### src/design/cpt_pkg.sv
// Shared types, widths and codes for the closest point on triangle block.
// No dependencies.
package cpt_pkg;

    localparam int CW = 32;
    localparam int FB = 16;
    localparam int EW = CW + 1;
    localparam int DW = 2 * EW + 2;
    localparam int HW = DW / 2;
    localparam int BW = 2 * DW + 4;
    localparam int QW = FB + 1;
    localparam int QD = 4;
    localparam int QAW = 2;

    typedef logic signed [CW-1:0] coord_t;
    typedef logic signed [EW-1:0] edge_t;
    typedef logic signed [DW-1:0] dot_t;
    typedef logic signed [BW-1:0] big_t;
    typedef logic [BW-1:0] ubig_t;
    typedef logic [QW-1:0] wgt_t;

    localparam wgt_t ONE_Q = wgt_t'(1) << FB;

    typedef enum logic [2:0] {
        SEL_INT,
        SEL_S,
        SEL_T,
        SEL_SC,
        SEL_TC
    } sel_t;

    typedef struct packed {
        edge_t [2:0] v0;
        edge_t [2:0] e1;
        edge_t [2:0] e2;
    } geo_t;

    typedef struct packed {
        big_t num_a;
        big_t den_a;
        big_t num_b;
        big_t den_b;
        sel_t sel;
        geo_t geo;
    } job_t;

endpackage

### src/design/cpt_fifo.sv
// Short queue of classified jobs between the front and back pipelines.
// Depends on cpt_pkg.
module cpt_fifo
    import cpt_pkg::*;
(
    input  logic aclk,
    input  logic aresetn,
    input  logic push,
    input  job_t wr_job,
    output logic full,
    input  logic pop,
    output job_t head,
    output logic empty
);

    job_t           mem_reg [QD];
    logic [QAW-1:0] wp_reg;
    logic [QAW-1:0] rp_reg;
    logic [QAW:0]   cnt_reg;

    assign full  = (cnt_reg == (QAW+1)'(QD));
    assign empty = (cnt_reg == '0);
    assign head  = mem_reg[rp_reg];

    always_ff @(posedge aclk) begin
        if (push) begin
            mem_reg[wp_reg] <= wr_job;
        end
    end

    always_ff @(posedge aclk) begin
        if (!aresetn) begin
            wp_reg  <= '0;
            rp_reg  <= '0;
            cnt_reg <= '0;
        end else begin
            if (push) begin
                wp_reg <= wp_reg + 1'b1;
            end
            if (pop) begin
                rp_reg <= rp_reg + 1'b1;
            end
            cnt_reg <= cnt_reg + (QAW+1)'(push) - (QAW+1)'(pop);
        end
    end

endmodule

### config.mk
export PLATFORM = sky130hd
export DESIGN_NAME = cpt_fifo
export DESIGN_NICKNAME = d
export VERILOG_FILES = /design/src/design/cpt_pkg.sv /design/src/design/cpt_fifo.sv
export SDC_FILE = /design/constraint.sdc
export NUM_CORES = 2
export LEC_CHECK = 0
export BUFFER_PORTS_ARGS = -buffer_cell sky130_fd_sc_hd__buf_2
export CORE_AREA = 8 8 672 674
export DETAILED_ROUTE_END_ITERATION = 10
export DIE_AREA = 0 0 680 682
export PLACE_DENSITY_LB_ADDON = 0.05
export SYNTH_ARGS = -nofsm -noshare
export SYNTH_HDL_FRONTEND = slang
export SYNTH_SLANG_ARGS = --single-unit
### constraint.sdc
create_clock -name aclk -period 53.7 [get_ports aclk]
set_input_delay 10.74 -clock aclk [delete_from_list [all_inputs] [get_ports aclk]]
set_output_delay 10.74 -clock aclk [all_outputs]
set_load 0.005 [all_outputs]
After elaboration in Yosys (flattened, before gate mapping)
Memories as Yosys holds them, arrays and structs flattened. A register that Yosys moved wholly into a read port is not among the register bits.
Index checks and enable logic that the tools add are counted.

operators by class
  reduce and logical (&&, ||, !) cells = 1
  mux-type cells = 4
  equality and inequality tests = 1
  $add $sub $neg = 4

operators with widths
  kind                                         number
  adder 2 x 1 -> 2 bit, second input constant  2
  2-to-1 mux 2 bit                             2
  adder 3 x 1 -> 3 bit                         1
  == test 3 bit, second input constant         1
  zero test 3 bit                              1
  subtractor 3 x 1 -> 3 bit                    1
  2-to-1 mux 1 bit                             2

word-level totals
  flip-flop bits (word level) = 7
  output and inout bits = 862
  memories kept = 1
  bits in writable memories = 3440

memories
  memory   depth  bits a word  read ports  clocked after memory_dff  wr ports  RTL line        RTL
  mem_reg  4      860          1           1                         1         cpt_fifo.sv:16  job_t mem_reg [QD];

Longest topological paths before layout
  depth in word-level cells = 3
  depth in mapped cells = 7
  gate-level depth less buffers = 7

Least setup slack after synthesis
OpenSTA, ideal clock, no wires.

  path type = in2reg
  from = input push
  to = memory mem_reg[0][0] in the netlist's numbering (enable)
  library setup time = 1.339 ns
  arrival = 29.988 ns
  buffers on the path = 0
  setup slack = 22.373 ns
  stages on the path = 1
  cells stage by stage = and2_1

between the ends
  longest elaborated chain between the ends = 2

RTL lines
  what                                    RTL line        RTL
  start: declaration                      cpt_fifo.sv:8   input logic push,
  2-to-1 mux 1 bit                        cpt_fifo.sv:26  if (push) begin
  2-to-1 mux 1 bit (not written as such)  cpt_fifo.sv:27  mem_reg[wp_reg] <= wr_job;
  end: declaration                        cpt_fifo.sv:16

No other way between the ends.

==> impl_metrics.py <==
metrics = {
    "cells_and_area": {
        "drive_gt1_share_pct": 46.90,
        "multi_input_area_sq_um": 19620,
        "fill_cells": 41190,
        "largest_reg_flops": 3440,
        "fin_nets": 7439,
        "syn2layout_area_growth_pct": 23.11,
        "seq_area_sq_um": 103500,
        "postLayoutCoreUtil_pct": 34.76,
    },
    "pwr": {
        "power_switching_mw": 1.484,
        "p_int_mw": 4.869,
        "irDropWorstVdd_uv": 27.06,
        "sequentialPowerShare_pct": 49.2,
        "pwr-share-comb_pct": 9.4,
        "power_density_nw_per_um2": 41.52,
        "p_sw_share_pct": 23.35,
        "clkPwrFrac_pct": 41.4,
        "p_leak_nw": 50.05,
    },
    "min_path": {
        "hold_path_class": "reg2reg",
    },
    "cts": {
        "clock_tree.buffer_depth": 4,
        "cts_made_buffers": 403,
        "cts.repair.resized": 0,
        "holdBufCountCts": 0,
        "path_clk_slew_ns": 0.05,
        "cts_tree": "done",
        "cts.sinks": 3449,
        "root_buffer": "clkbuf_16",
        "post_cts_buffers": 0,
        "h-tree-depth": 5,
        "clock_latency_ns": 0.96,
    },
    "floorplanning": {
        "initial_core_util_pct": 28.23,
        "die_area_sq_um": 463800,
        "die_y_microns": 682,
        "dieWidth_microns": 680,
        "io_pins": 1726,
        "rows": 244,
        "core_area_sq_um": 440200,
    },
    "synthesis": {
        "ys_ff_latch": 3449,
        "post_synth_instance_area_sq_um": 124300,
        "synth_cell_types": 20,
        "synth_nets": 5406,
        "syn_avg_cell_area_sq_um": 27.41,
        "synth_cells": 4535,
        "yosysSeqAreaShare_pct": 83.26,
        "synth_warnings": 0,
    },
    "detailed_routing": {
        "ant_nets": 0,
        "drtIter0Drc": 4001,
        "vias": 58880,
        "drt_pre_antenna_iters": 5,
        "drt_wl_total_microns": 413100,
        "drc_errors": 0,
        "avgViaCountPerCell": 4.569,
        "wire_per_inst_microns": 32.06,
    },
    "timing": {
        "tightestPinTransition_ns": 1.042,
        "final.period_utilization_pct": 30.95,
        "hold_viol": 0,
        "setup_violations": 0,
        "slew_headroom_pct": 30.57,
        "clock_skew_ns": 0.08113,
        "rsz0062_at_grt": "false",
        "min_period_ns": 16.62,
        "finalMaxSlewViolations": 0,
        "timing.fmax_mhz": 60.17,
        "tns_ns": 0,
    },
    "critical_path": {
        "worstPathArrival_ns": 5.88,
        "crit_fanout": 58,
        "path_class": "reg2out",
        "startpoint_type": "register",
        "required_ns": 42.96,
        "endpoint_kind": "output pin",
    },
    "grt": {
        "grt_pass1_vias": 61810,
        "grt-ovfl-total": 0,
        "antenna_found_initial": 451,
        "grt.total_usage_pct": 17.14,
        "grt_max_degree": 121,
        "grt_pass1_wl_microns": 550400,
    },
    "placement": {
        "routabilityCongestion": 0.7601,
        "hpwl_microns": 286800,
        "io_buffers": 1725,
    },
    "status": {
        "status": "completed",
    },
    "job": {
        "maxCapViolCount": 0,
    },
}
[worst max-delay path, cell delays in order (launching register included)]
cell and delay, ns:
dfxtp_4 0.95, buf_4 0.75, buf_4 0.83, buf_4 0.89
buf_4 0.68, mux4_2 0.43, buf_2 0.15
[layer usage]
metal  up-vias  global-route usage, %  part of all wire, %
met3      1186                  6.794                  9.3
met5         -                      0                 0.29
met1     31010                  17.95                   34
met4       176                  4.579                  3.5
met2      2333                  31.76                   53
li1      24170                      -                    -
[metrics by stage]
step	setup slack [ns]	hold slack [ns]	power (mW)	cell area [sq um]	instances
2_1_floorplan	22.37	0.4993	3.565	124300	4535
3_3_place_gp	37.73	0.5124	3.804	140000	12070
3_5_place_dp	37.76	0.5208	3.809	140000	12070
4_1_cts	36.71	0.5287	6.477	152800	12800
5_1_grt	36.49	0.5678	6.591	152800	12820
6_report	37.08	0.5201	6.353	153000	12890
[final timing paths]
check,endpoint,cells after the start,slack (ns),start
max,head[396],6,37.08,register
min reg2reg,register,2,0.52,rp_reg[1]
max reg2reg,mem_reg[0][812],7,48.84,wp_reg[0]
min,register,2,0.52,rp_reg[1]
[final cells by class]
cell class,instances,area share [%]
Clock buffer,494,6.870
Clock inverter,234,1.464
Multi-Input combinational cell,887,12.82
Timing Repair Buffer,1820,6.223
Antenna cell,90,0.1472
Tap cell,5904,4.828
Sequential cell,3449,67.63
Inverter,7,0.01717
[cells in the mapped netlist (all sizes together)]
master / instances / area share (%)
edfxtp: 3440 / 83
xor3: 1 / 0.019
xnor2: 2 / 0.014
a21oi: 1 / 0.0040
nor2: 5 / 0.015
buf: 178 / 0.91
nor3: 1 / 0.0040
inv: 7 / 0.021
ha: 6 / 0.060
fa: 1 / 0.016
and3: 1 / 0.0050
mux2i: 1 / 0.0081
clkbuf: 14 / 0.042
and2: 6 / 0.030
nand3b: 1 / 0.0060
dfxtp: 9 / 0.14
mux4: 860 / 16
a21bo: 1 / 0.0081
[power by group through the flow]
stage	logic, mW	clock network [mW]	registers (mW)
after floorplan	0.275	0	3.29
after global placement	0.625	0	3.18
after detailed placement	0.626	0	3.18
after CTS	0.628	2.72	3.13
after global routing	0.643	2.81	3.13
final	0.595	2.63	3.13
[kinds of logic (layout without fill, tap and decap cells)]
family          Yosys count  in the layout  share of synthesized area (%)
flops                  3449           3449                          83.26
simple gates             14             14                        0.06041
fa+ha+maj                 7              7                        0.07651
compound gates            2              2                        0.01208
mux                     861            861                          15.59
other cells               0             90                              0
buf+inv                 199           2555                         0.9704
xor+xnor                  3              3                        0.03322
[cells in the final DEF (no fill, tap or decap), drive strengths merged]
master / Yosys / layout
edfxtp: 3440 / 3440
buf: 178 / 1820
mux4: 860 / 860
clkbuf: 14 / 494
clkinv: 0 / 192
diode: 0 / 90
bufinv: 0 / 30
inv: 7 / 12
dfxtp: 9 / 9
clkinvlp: 0 / 7
ha: 6 / 6
and2: 6 / 6
nor2: 5 / 5
xnor2: 2 / 2
nor3: 1 / 1
and3: 1 / 1
a21bo: 1 / 1
nand3b: 1 / 1
a21oi: 1 / 1
mux2i: 1 / 1
xor3: 1 / 1
fa: 1 / 1
(Power assumes the default switching activity.)
